### config.mk
export PLATFORM = sky130hd
export DESIGN_NAME = mqtt_fixed_header_deframer
export DESIGN_NICKNAME = d
export VERILOG_FILES = /design/src/mfh_pkg.sv /design/src/mfh_front.sv /design/src/mfh_queue.sv /design/src/mfh_back.sv /design/src/mqtt_fixed_header_deframer.sv
export SDC_FILE = /design/constraint.sdc
export NUM_CORES = 1
export LEC_CHECK = 0
export BUFFER_PORTS_ARGS = -buffer_cell sky130_fd_sc_hd__buf_2
export CAP_MARGIN = 0
export CELL_PAD_IN_SITES_DETAIL_PLACEMENT = 1
export CELL_PAD_IN_SITES_GLOBAL_PLACEMENT = 2
export CORE_UTILIZATION = 43
export CTS_BUF_LIST = sky130_fd_sc_hd__clkbuf_4
export DETAILED_ROUTE_END_ITERATION = 6
export GPL_TIMING_DRIVEN = 0
export MAX_ROUTING_LAYER = met4
export PLACE_DENSITY_LB_ADDON = 0.12
export SKIP_CTS_REPAIR_TIMING = 1
export SLEW_MARGIN = 30
export SYNTH_ARGS = -nofsm -noshare
export SYNTH_HDL_FRONTEND = slang
export SYNTH_SLANG_ARGS = --single-unit
### constraint.sdc
create_clock -name clk -period 6.22 [get_ports clk]
set_clock_uncertainty 0.2 [all_clocks]
set_input_delay 0.311 -clock clk [delete_from_list [all_inputs] [get_ports clk]]
set_output_delay 0.311 -clock clk [all_outputs]
set_load 0.005 [all_outputs]
### src/mfh_pkg.sv
// mfh_pkg: shared types, result codes and the QoS decode for the MQTT
// fixed-header deframer. No dependencies.
package mfh_pkg;

    localparam int LEN_W       = 28;
    localparam int QUEUE_DEPTH = 2;

    // result kind codes
    localparam logic [1:0] KIND_HEADER  = 2'd0;
    localparam logic [1:0] KIND_PAYLOAD = 2'd1;
    localparam logic [1:0] KIND_ERROR   = 2'd2;

    // MQTT control packet type nibbles
    localparam logic [3:0] PKT_PUBLISH = 4'd3;
    localparam logic [3:0] PKT_PUBACK  = 4'd4;
    localparam logic [3:0] PKT_PUBREC  = 4'd5;
    localparam logic [3:0] PKT_PUBREL  = 4'd6;
    localparam logic [3:0] PKT_PUBCOMP = 4'd7;

    localparam logic [7:0] LEN_DATA_MASK = 8'h7F;
    localparam logic [7:0] QOS_MASK      = 8'h06;
    localparam logic [2:0] MAX_GROUPS    = 3'd4;

    // one result word as it travels from the parser to the output stage
    typedef struct packed {
        logic [1:0]       kind;
        logic [7:0]       type_flags;
        logic [LEN_W-1:0] remaining_length;
        logic [7:0]       payload_byte;
        logic             last;
    } mfh_rec_t;

    function automatic logic [1:0] qos_of(input logic [7:0] t);
        logic [7:0] q;
        q = t & QOS_MASK;
        case (t[7:4])
            PKT_PUBLISH:                        qos_of = q[2:1];
            PKT_PUBACK:                         qos_of = 2'd1;
            PKT_PUBREC, PKT_PUBREL, PKT_PUBCOMP: qos_of = 2'd2;
            default:                            qos_of = 2'd0;
        endcase
    endfunction

endpackage

### src/mfh_front.sv
// mfh_front: byte classifier and remaining-length parser. Tracks the packet
// phase and pushes header, payload and error words. Uses mfh_pkg.
module mfh_front (
    input  logic             clk,
    input  logic             rst_n,
    input  logic             take,
    input  logic [7:0]       stream_byte,
    output logic             push,
    output mfh_pkg::mfh_rec_t rec
);
    import mfh_pkg::*;

    typedef enum logic [1:0] {
        PH_TYPE = 2'd0,
        PH_LEN  = 2'd1,
        PH_BODY = 2'd2
    } phase_t;

    phase_t           phase_reg, phase_next;
    logic [7:0]       held_reg, held_next;
    logic [LEN_W-1:0] accum_reg, accum_next;
    logic [2:0]       group_reg, group_next;
    logic [LEN_W-1:0] left_reg, left_next;
    logic             push_next;
    mfh_rec_t         rec_next;

    logic [LEN_W-1:0] group_bits;
    logic [LEN_W-1:0] accum_sum;
    logic [LEN_W-1:0] left_dec;
    logic [7:0]       data7;

    always_comb
    begin
        data7 = stream_byte & LEN_DATA_MASK;
        case (group_reg[1:0])
            2'd0:    group_bits = {20'd0, data7};
            2'd1:    group_bits = {13'd0, data7, 7'd0};
            2'd2:    group_bits = {6'd0, data7, 14'd0};
            default: group_bits = {data7[6:0], 21'd0};
        endcase
        accum_sum = accum_reg + group_bits;
        left_dec  = left_reg - LEN_W'(1);
    end

    always_comb
    begin
        phase_next = phase_reg;
        held_next  = held_reg;
        accum_next = accum_reg;
        group_next = group_reg;
        left_next  = left_reg;
        push_next  = 1'b0;
        rec_next   = '{kind: KIND_HEADER, type_flags: held_reg,
                       remaining_length: '0, payload_byte: 8'd0, last: 1'b0};
        if (take)
        begin
            unique case (phase_reg)
                PH_LEN:
                begin
                    if (group_reg >= MAX_GROUPS)
                    begin
                        // fifth length byte: report and resync
                        push_next     = 1'b1;
                        rec_next.kind = KIND_ERROR;
                        rec_next.last = 1'b1;
                        phase_next    = PH_TYPE;
                        group_next    = 3'd0;
                        accum_next    = '0;
                    end
                    else
                    begin
                        accum_next = accum_sum;
                        group_next = group_reg + 3'd1;
                        if (!stream_byte[7])
                        begin
                            push_next = 1'b1;
                            rec_next.remaining_length = accum_sum;
                            if (accum_sum == '0)
                            begin
                                rec_next.last = 1'b1;
                                phase_next    = PH_TYPE;
                            end
                            else
                            begin
                                left_next  = accum_sum;
                                phase_next = PH_BODY;
                            end
                        end
                    end
                end
                PH_BODY:
                begin
                    left_next                 = left_dec;
                    push_next                 = 1'b1;
                    rec_next.kind             = KIND_PAYLOAD;
                    rec_next.remaining_length = accum_reg;
                    rec_next.payload_byte     = stream_byte;
                    rec_next.last             = (left_dec == '0);
                    if (left_dec == '0)
                        phase_next = PH_TYPE;
                end
                default:
                begin
                    held_next  = stream_byte;
                    accum_next = '0;
                    group_next = 3'd0;
                    left_next  = '0;
                    phase_next = PH_LEN;
                end
            endcase
        end
    end

    always_ff @(posedge clk or negedge rst_n)
    begin
        if (!rst_n)
        begin
            phase_reg <= PH_TYPE;
            held_reg  <= 8'd0;
            accum_reg <= '0;
            group_reg <= 3'd0;
            left_reg  <= '0;
        end
        else
        begin
            phase_reg <= phase_next;
            held_reg  <= held_next;
            accum_reg <= accum_next;
            group_reg <= group_next;
            left_reg  <= left_next;
        end
    end

    assign push = push_next;
    assign rec  = rec_next;

endmodule

### src/mfh_queue.sv
// mfh_queue: small register FIFO of result words between the parser and
// the output stage. Uses mfh_pkg.
module mfh_queue #(
    parameter int DEPTH = mfh_pkg::QUEUE_DEPTH
) (
    input  logic              clk,
    input  logic              rst_n,
    input  logic              push,
    input  mfh_pkg::mfh_rec_t wr_rec,
    input  logic              pop,
    output mfh_pkg::mfh_rec_t rd_rec,
    output logic              not_empty,
    output logic              full
);
    import mfh_pkg::*;

    localparam int PTR_W = (DEPTH > 1) ? $clog2(DEPTH) : 1;
    localparam int CNT_W = $clog2(DEPTH + 1);
    localparam logic [PTR_W-1:0] LAST_PTR = PTR_W'(DEPTH - 1);

    mfh_rec_t         slot_reg [DEPTH];
    logic [PTR_W-1:0] wr_ptr_reg, wr_ptr_next;
    logic [PTR_W-1:0] rd_ptr_reg, rd_ptr_next;
    logic [CNT_W-1:0] count_reg, count_next;

    always_comb
    begin
        wr_ptr_next = wr_ptr_reg;
        rd_ptr_next = rd_ptr_reg;
        count_next  = count_reg;
        if (push)
            wr_ptr_next = (wr_ptr_reg == LAST_PTR) ? '0 : wr_ptr_reg + PTR_W'(1);
        if (pop)
            rd_ptr_next = (rd_ptr_reg == LAST_PTR) ? '0 : rd_ptr_reg + PTR_W'(1);
        if (push && !pop)
            count_next = count_reg + CNT_W'(1);
        else if (pop && !push)
            count_next = count_reg - CNT_W'(1);
    end

    always_ff @(posedge clk or negedge rst_n)
    begin
        if (!rst_n)
        begin
            wr_ptr_reg <= '0;
            rd_ptr_reg <= '0;
            count_reg  <= '0;
        end
        else
        begin
            wr_ptr_reg <= wr_ptr_next;
            rd_ptr_reg <= rd_ptr_next;
            count_reg  <= count_next;
        end
    end

    always_ff @(posedge clk)
    begin
        if (push)
            slot_reg[wr_ptr_reg] <= wr_rec;
    end

    assign rd_rec    = slot_reg[rd_ptr_reg];
    assign not_empty = (count_reg != '0);
    assign full      = (count_reg == CNT_W'(DEPTH));

endmodule

### src/mfh_back.sv
// mfh_back: output register stage. Pulls words from the queue, decodes QoS
// from the type byte and holds the result under stall. Uses mfh_pkg.
module mfh_back (
    input  logic              clk,
    input  logic              rst_n,
    input  logic              q_valid,
    input  mfh_pkg::mfh_rec_t q_rec,
    output logic              q_pop,
    output logic              out_valid,
    input  logic              out_stall,
    output logic [1:0]        kind,
    output logic [7:0]        type_flags,
    output logic [27:0]       remaining_length,
    output logic [1:0]        qos_level,
    output logic [7:0]        payload_byte,
    output logic              last
);
    import mfh_pkg::*;

    logic       valid_reg, valid_next;
    logic       load;
    mfh_rec_t   rec_reg;
    logic [1:0] qos_reg, qos_next;

    assign load       = q_valid && (!valid_reg || !out_stall);
    assign valid_next = (!valid_reg || !out_stall) ? q_valid : valid_reg;
    // error words carry no QoS
    assign qos_next   = (q_rec.kind == KIND_ERROR) ? 2'd0 : qos_of(q_rec.type_flags);

    always_ff @(posedge clk or negedge rst_n)
    begin
        if (!rst_n)
            valid_reg <= 1'b0;
        else
            valid_reg <= valid_next;
    end

    always_ff @(posedge clk)
    begin
        if (load)
        begin
            rec_reg <= q_rec;
            qos_reg <= qos_next;
        end
    end

    assign q_pop            = load;
    assign out_valid        = valid_reg;
    assign kind             = rec_reg.kind;
    assign type_flags       = rec_reg.type_flags;
    assign remaining_length = rec_reg.remaining_length;
    assign qos_level        = qos_reg;
    assign payload_byte     = rec_reg.payload_byte;
    assign last             = rec_reg.last;

endmodule

### src/mqtt_fixed_header_deframer.sv
// Top level of the MQTT fixed-header deframer: mfh_front, mfh_queue, mfh_back; uses mfh_pkg.
// Path: a word enters the queue at the edge that accepts its byte; the output register
//   then loads it from the queue when that register is empty or not stalled.
// Throughput: one byte per cycle while not stalled; type and continued length bytes give
//   no word. A two-word queue absorbs output stalls; in_stall is high only while it is full.
// Reset: rst_n, asynchronous; parser awaits a type byte, queue and output are emptied.
module mqtt_fixed_header_deframer #(
    parameter int QUEUE_DEPTH = mfh_pkg::QUEUE_DEPTH
) (
    input  logic        clk,
    input  logic        rst_n,
    input  logic        in_valid,
    output logic        in_stall,
    input  logic [7:0]  stream_byte,
    output logic        out_valid,
    input  logic        out_stall,
    output logic [1:0]  kind,
    output logic [7:0]  type_flags,
    output logic [27:0] remaining_length,
    output logic [1:0]  qos_level,
    output logic [7:0]  payload_byte,
    output logic        last
);
    import mfh_pkg::*;

    logic     take;
    logic     push;
    logic     pop;
    logic     q_not_empty;
    logic     q_full;
    mfh_rec_t front_rec;
    mfh_rec_t queue_rec;

    // Front only runs when the queue has room, so a word is never dropped.
    assign in_stall = q_full;
    assign take     = in_valid && !q_full;

    // Parser: type byte, 1..4 length groups, body count-down.
    mfh_front u_front (
        .clk         (clk),
        .rst_n       (rst_n),
        .take        (take),
        .stream_byte (stream_byte),
        .push        (push),
        .rec         (front_rec)
    );

    mfh_queue #(
        .DEPTH (QUEUE_DEPTH)
    ) u_queue (
        .clk       (clk),
        .rst_n     (rst_n),
        .push      (push),
        .wr_rec    (front_rec),
        .pop       (pop),
        .rd_rec    (queue_rec),
        .not_empty (q_not_empty),
        .full      (q_full)
    );

    // Output stage: registered result, QoS decoded on the way in.
    mfh_back u_back (
        .clk              (clk),
        .rst_n            (rst_n),
        .q_valid          (q_not_empty),
        .q_rec            (queue_rec),
        .q_pop            (pop),
        .out_valid        (out_valid),
        .out_stall        (out_stall),
        .kind             (kind),
        .type_flags       (type_flags),
        .remaining_length (remaining_length),
        .qos_level        (qos_level),
        .payload_byte     (payload_byte),
        .last             (last)
    );

    // Error words always close the packet and carry no length or QoS.
    a_error_shape: assert property (@(posedge clk) disable iff (!rst_n)
        out_valid && kind == KIND_ERROR |-> last && remaining_length == '0
                                            && qos_level == 2'd0)
        else $error("error word malformed");

    // A header is last exactly when its length is zero.
    a_header_last: assert property (@(posedge clk) disable iff (!rst_n)
        out_valid && kind == KIND_HEADER |-> last == (remaining_length == '0))
        else $error("header last flag disagrees with length");

    // Payload words never report a zero length.
    a_payload_len: assert property (@(posedge clk) disable iff (!rst_n)
        out_valid && kind == KIND_PAYLOAD |-> remaining_length != '0)
        else $error("payload word with zero length");

    // No unused kind code reaches the outputs.
    a_kind_code: assert property (@(posedge clk) disable iff (!rst_n)
        out_valid |-> kind == KIND_HEADER || kind == KIND_PAYLOAD
                      || kind == KIND_ERROR)
        else $error("bad kind code");

endmodule

# Yosys cells after proc, flatten, opt, wreduce, memory -nomap -nowiden
# Memory sizes are Yosys's and may differ from the RTL's.
# Cells that the tools add are included.
dict set report classes {
  addsub 7
  magnitude_cmp 1
  n_eq_ne 16
  n_mux 37
  bitwise 2
  reduce_logical 21
}
# operator n
set ops {}
lappend ops {{$mux 28} 6}
lappend ops {{$pmux 28 s2} 3}
lappend ops {{$pmux 28 s3} 1}
lappend ops {{$logic_not 28->1} 2}
lappend ops {{$mux 37} 1}
lappend ops {{$add 28x28->28} 1}
lappend ops {{$sub 28x1->28 const B} 1}
lappend ops {{$eq 4x3->1 const B} 4}
lappend ops {{$mux 2} 8}
lappend ops {{$mux 1} 10}
lappend ops {{$eq 2x2->1 const B} 4}
lappend ops {{$mux 8} 1}
lappend ops {{$pmux 2 s2} 2}
lappend ops {{$ne 2x2->1 const B} 3}
lappend ops {{$pmux 2 s3} 1}
lappend ops {{$pmux 3 s2} 1}
lappend ops {{$logic_not 1->1} 5}
lappend ops {{$eq 2x1->1 const B} 2}
lappend ops {{$eq 4x2->1 const B} 1}
lappend ops {{$logic_and 1x1->1} 4}
lappend ops {{$pmux 1 s2} 2}
lappend ops {{$reduce_and 2->1} 2}
lappend ops {{$reduce_and 4->1} 1}
lappend ops {{$reduce_bool 2->1} 2}
lappend ops {{other kinds (14)} 16}
dict set report totals {
  register_bits 123
  ramBits 94
  in_bits 12
  out_inout_bits 51
  n_memories 1
}
# memory depth word_bits read_ports rd_clocked_by_memory_dff write_ports line_no
set mem_list {}
lappend mem_list {u_queue.slot_reg 2 47 1 0 1 mfh_queue.sv:21} ;# mfh_rec_t slot_reg [DEPTH];

# Depth between registers and ports, before layout
dict set report depth {
  word_depth 9
  ltp_mapped 19
}

# By module
# A second synthesis with hierarchy kept.
dict set report hier_totals {
  hier_cells 977
  area_unflattened_um2 11517.3
}
# module n_inst cells_per_inst area_each_um2 seq_area_each_um2
set modules_own_cells {}
lappend modules_own_cells {mfh_front 1 755 6278.5 1726.7}
lappend modules_own_cells {mfh_queue 1 162 3659.8 2922.8}
lappend modules_own_cells {mfh_back 1 59 1565.3 1496.4}
lappend modules_own_cells {mqtt_fixed_header_deframer 1 1 13.8 0.0}

# Least setup slack after synthesis
# OpenSTA, ideal clock, no wires.
dict set report synth_path {
  kind {register to register}
  start {reg u_front.group_reg[0]}
  end {reg u_front.left_reg[1]}
  t_arrival_ns 4.170
  t_required_ns 5.893
  setup_slack_ns 1.723
  stages_incl_launch_ff 18
  n_path_buf 1
  synth_period_minus_slack_ns 4.497
  path_cell_list {dfrtp_1 ha_1 nor2b_1 and2_1 ha_1 inv_1 fa_1 nand2b_1 a21oi_1 xor2_1 or3_1 or4_1 nor4_1 nand4b_1 o41ai_2 o21a_1 buf_4 mux2_1}
}
dict set report synth_between {
  elab_chain_cells 7
  word_cells_on_any_way 14
  classes_between {1 x add/sub; 1 x order compare; 4 x eq/ne; 5 x mux; 3 x reduce/logical}
}
# element line_no
set synth_rtl {}
lappend synth_rtl {{start: declaration} mfh_front.sv:22} ;# logic [2:0] group_reg, group_next;
lappend synth_rtl {{start signal: assignment} mfh_front.sv:129} ;# group_reg <= group_next;
lappend synth_rtl {{parallel branches: the longest is 7 deep, another holds $add 28x28->28} --}
lappend synth_rtl {{end signal: assignment} mfh_front.sv:130} ;# left_reg <= left_next;
lappend synth_rtl {{end: declaration} mfh_front.sv:23} ;# logic [LEN_W-1:0] left_reg, left_next;
# Parallel ways; which one is timed is not known. The select of a mux whose other input is x is not followed.
# A chain may end at the register's enable or synchronous reset.

==> flow_summary.yaml <==
outcome:
  status: "finished, final reports clean"
layout:
  largest_register_ffs: 94
  final_common_cell: "edfxtp_1"
  area_delta_synth_final_pct: 15.4
  drive_gt1_share_pct: 19.4
  nNetsFinal: 1198
  final_core_util_pct: 51.2
  final_cell_mix: "edfxtp_1, nor2_1, clkbuf_4, dfrtp_1, a21oi_1"
logic_synthesis:
  synth_fp_nets: 1060
  synth-xor-area-share_pct: 2.02
  synthSimpleGateAreaFrac_pct: 14.3
  synth_edf_count: 143
  synthAdderAreaFrac_pct: 4.40
  yosysWarningCount: 0
  synthArstFlopShare_pct: 34.1
  yosysUniqueCellTypes: 71
  synth-main-ff-cell: "edfxtp_1"
  synth.avg_cell_area_um2: 11.2
  synth_compound_area_share_pct: 16.1
  yosysTopAreaCellShare_pct: 38.1
  syn_area_mm2: 0.0113
  synth_mux_area_share_pct: 5.97
  ys_ff_latch: 217
  synth_top_cell_by_area: "edfxtp_1"
  ys_top_cells_by_area: "edfxtp_1, dfrtp_1, mux2_2"
  ys_seq_area_share_pct: 54.6
  synth_top_family_by_area: "compound AO/OA/AOI/OAI gates"
  synthCells: 1009
floorplan:
  initial_core_util_pct: 44.3
  ios: 63
  die_area_mm2: 0.0268
  coreArea_mm2: 0.0254
  die_x_um: 164
  num_rows: 58
  fp.dieH_um: 164
cts:
  clk_pin_slew_worst_paths_ns: 0.06
  cts_buffers: 56
  cts-root-buf: "clkbuf_4"
  numClockSinks: 217
  cts-htree-levels: 2
  clockBufferDepth: 3
  clkLatencyLatePin_ns: 0.69
  cts_tree: "yes"
placed_design:
  dp_hpwl_mm: 25.4
  port_buffers: 62
  gp_congestion: 0.888
drt:
  final_antenna_net_count: 0
  drc_errors: 0
  num_vias: 8886
  routed_via_density: 5.83
  drt_iter0_markers: 569
  wl_per_cell_um: 22.8
  wirelength_mm: 34.8
  dr.pass1.iters: 5
setup_path:
  reg2regPathDepth: 17
  r2r-end: "u_queue.slot_reg[1][0]"
  critPathLaunch: "u_front.group_reg[1]"
  crit_path_end: "u_queue.slot_reg[1][0]"
  required_ns: 6.49
  crit_fanout: 10
  crit_type: "reg2reg"
  cp-end-kind: "flip-flop"
  reg2reg_slack_ns: 0.54
  startpoint_type: "flip-flop"
  arrival_ns: 5.94
  reg2reg_from: "u_front.group_reg[1]"
global_routing:
  grt_pass1_wl_mm: 53.8
  grt_antenna_before_repair: 2
  grt_pass1_vias: 9055
  overflow: 0
  grt_use_total_pct: 27.5
  grt_max_degree: 63
timing:
  whs_ns: 0.222
  worst_pin_slew_ns: 0.965
  period_needed_ns: 5.68
  setup_viol_count_final: 0
  maxSlewHeadroom_pct: 35.1
  fmax_ghz: 0.176
  setup_tns_ns: 0
  period_share_pct: 91.3
  rsz0062_at_grt: "false"
  hold_viol: 0
  drv_slew: 0
power:
  power.internal_mw: 3.57
  cellPowerDensity_mw_per_mm2: 479
  p_sw_share_pct: 42.6
  leakage_nw: 5.13
  p_comb_share_pct: 44.9
  p_clk_share_pct: 19.4
  netSwitchingPower_mw: 2.65
  ir_worst_vdd_mv: 0.280
  p_seq_share_pct: 35.7
run:
  maxCapViolCount: 0
worst_hold_path:
  min_path_type: "in2reg"
==> Yosys cell counts, types with 2 or more instances <==
master / count
buf_1: 4
edfxtp_1: 143
a22o_1: 25
nor3_1: 42
nand2_1: 52
nand4_1: 10
a32oi_1: 7
mux2_2: 56
ha_1: 38
o21ai_1: 7
buf_4: 4
a31oi_1: 4
o31ai_1: 3
and2_1: 34
nand3_1: 12
a21oi_1: 63
a21o_1: 12
nor4_1: 15
a22oi_1: 37
mux2i_1: 3
dfrtp_1: 74
xor2_1: 10
nand4b_1: 2
a21boi_0: 3
buf_6: 2
or4_1: 2
and3_1: 15
nor3b_1: 2
o22ai_1: 28
a211oi_1: 7
nand2b_1: 12
o21ai_0: 57
nor2_1: 93
clkbuf_1: 38
o21a_1: 5
nor2b_1: 8
xnor2_1: 16
nand3b_1: 4
or2_2: 3
inv_1: 20
or3_1: 7
==> worst min-delay path by stage <==
stage | from | endpoint | cells after the start
3_3_place_gp | u_front.held_reg[5] | u_queue.slot_reg[0][42] | 0
3_5_place_dp | rst_n | u_front.accum_reg[22] | 1
5_1_grt | out_stall | u_back.out_valid | 4
2_1_floorplan | rst_n | u_back.out_valid | 0
6_report | out_stall | u_back.out_valid | 4
4_1_cts | rst_n | u_front.held_reg[3] | 1
==> routing by layer <==
layer	up-vias	global-route usage [%]	wire [um]
met5	-	-	0
met4	0	9.39	867
met1	4471	37.5	16400
li1	4138	-	-
met3	49	3.38	1300
met2	228	42.4	16300
==> worst max-delay path, cell delays in order (launching register included) <==
cell and delay [ns]:
dfrtp_1 0.43, ha_1 0.35, nor2b_1 0.44, and2_1 0.20, ha_1 0.16, inv_1 0.06, fa_1 0.44, nand2b_1 0.23
a21oi_1 0.45, o21ai_1 0.24, a21oi_1 0.36, mux2_2 0.40, a211oi_2 0.29, nand4b_1 0.16, o41ai_2 0.44, buf_4 0.29
nand2b_1 0.09, a21oi_1 0.25
==> logic make-up (layout without fill, tap and decap cells) <==
| logic type | count (synthesis) | in the layout |
|---|---|---|
| adders and majority gates | 39 | 39 |
| other | 0 | 1 |
| buffers and inverters | 69 | 254 |
| DFF | 217 | 217 |
| xor gates and xnor gates | 26 | 26 |
| AOI/OAI and AO/OA | 278 | 278 |
| muxes | 60 | 60 |
| and+or+nand+nor | 320 | 320 |
==> layout make-up <==
| cell class | instances | area, um^2 |
|---|---|---|
| Timing Repair Buffer | 80 | 577 |
| Buffer | 49 | 215 |
| Antenna cell | 1 | 2.50 |
| Multi-Input combinational cell | 723 | 4850 |
| Tap cell | 330 | 413 |
| Inverter | 20 | 75.1 |
| Clock inverter | 23 | 97.6 |
| Fill cell | 2803 | 12400 |
| Clock buffer | 82 | 616 |
| Sequential cell | 217 | 6150 |
==> through the flow <==
step	instances	setup slack [ns]	cell area, um^2	power, mW
CTS	1511	0.499	12900	6.23
global placement	1401	0.563	12000	4.89
global route	1525	0.139	13000	6.63
floorplan	1009	1.72	11300	3.98
detailed placement	1406	0.535	12100	5.00
finish	1525	0.544	13000	6.23
==> power groups by stage <==
stage	clock network (mW)	logic, mW	registers (mW)
floorplan	0	1.79	2.19
global placement	0	2.66	2.23
detailed placement	0	2.76	2.25
CTS	1.24	2.77	2.22
global route	1.31	3.06	2.26
finish	1.21	2.80	2.22
Power figures use the tool's default switching activity.
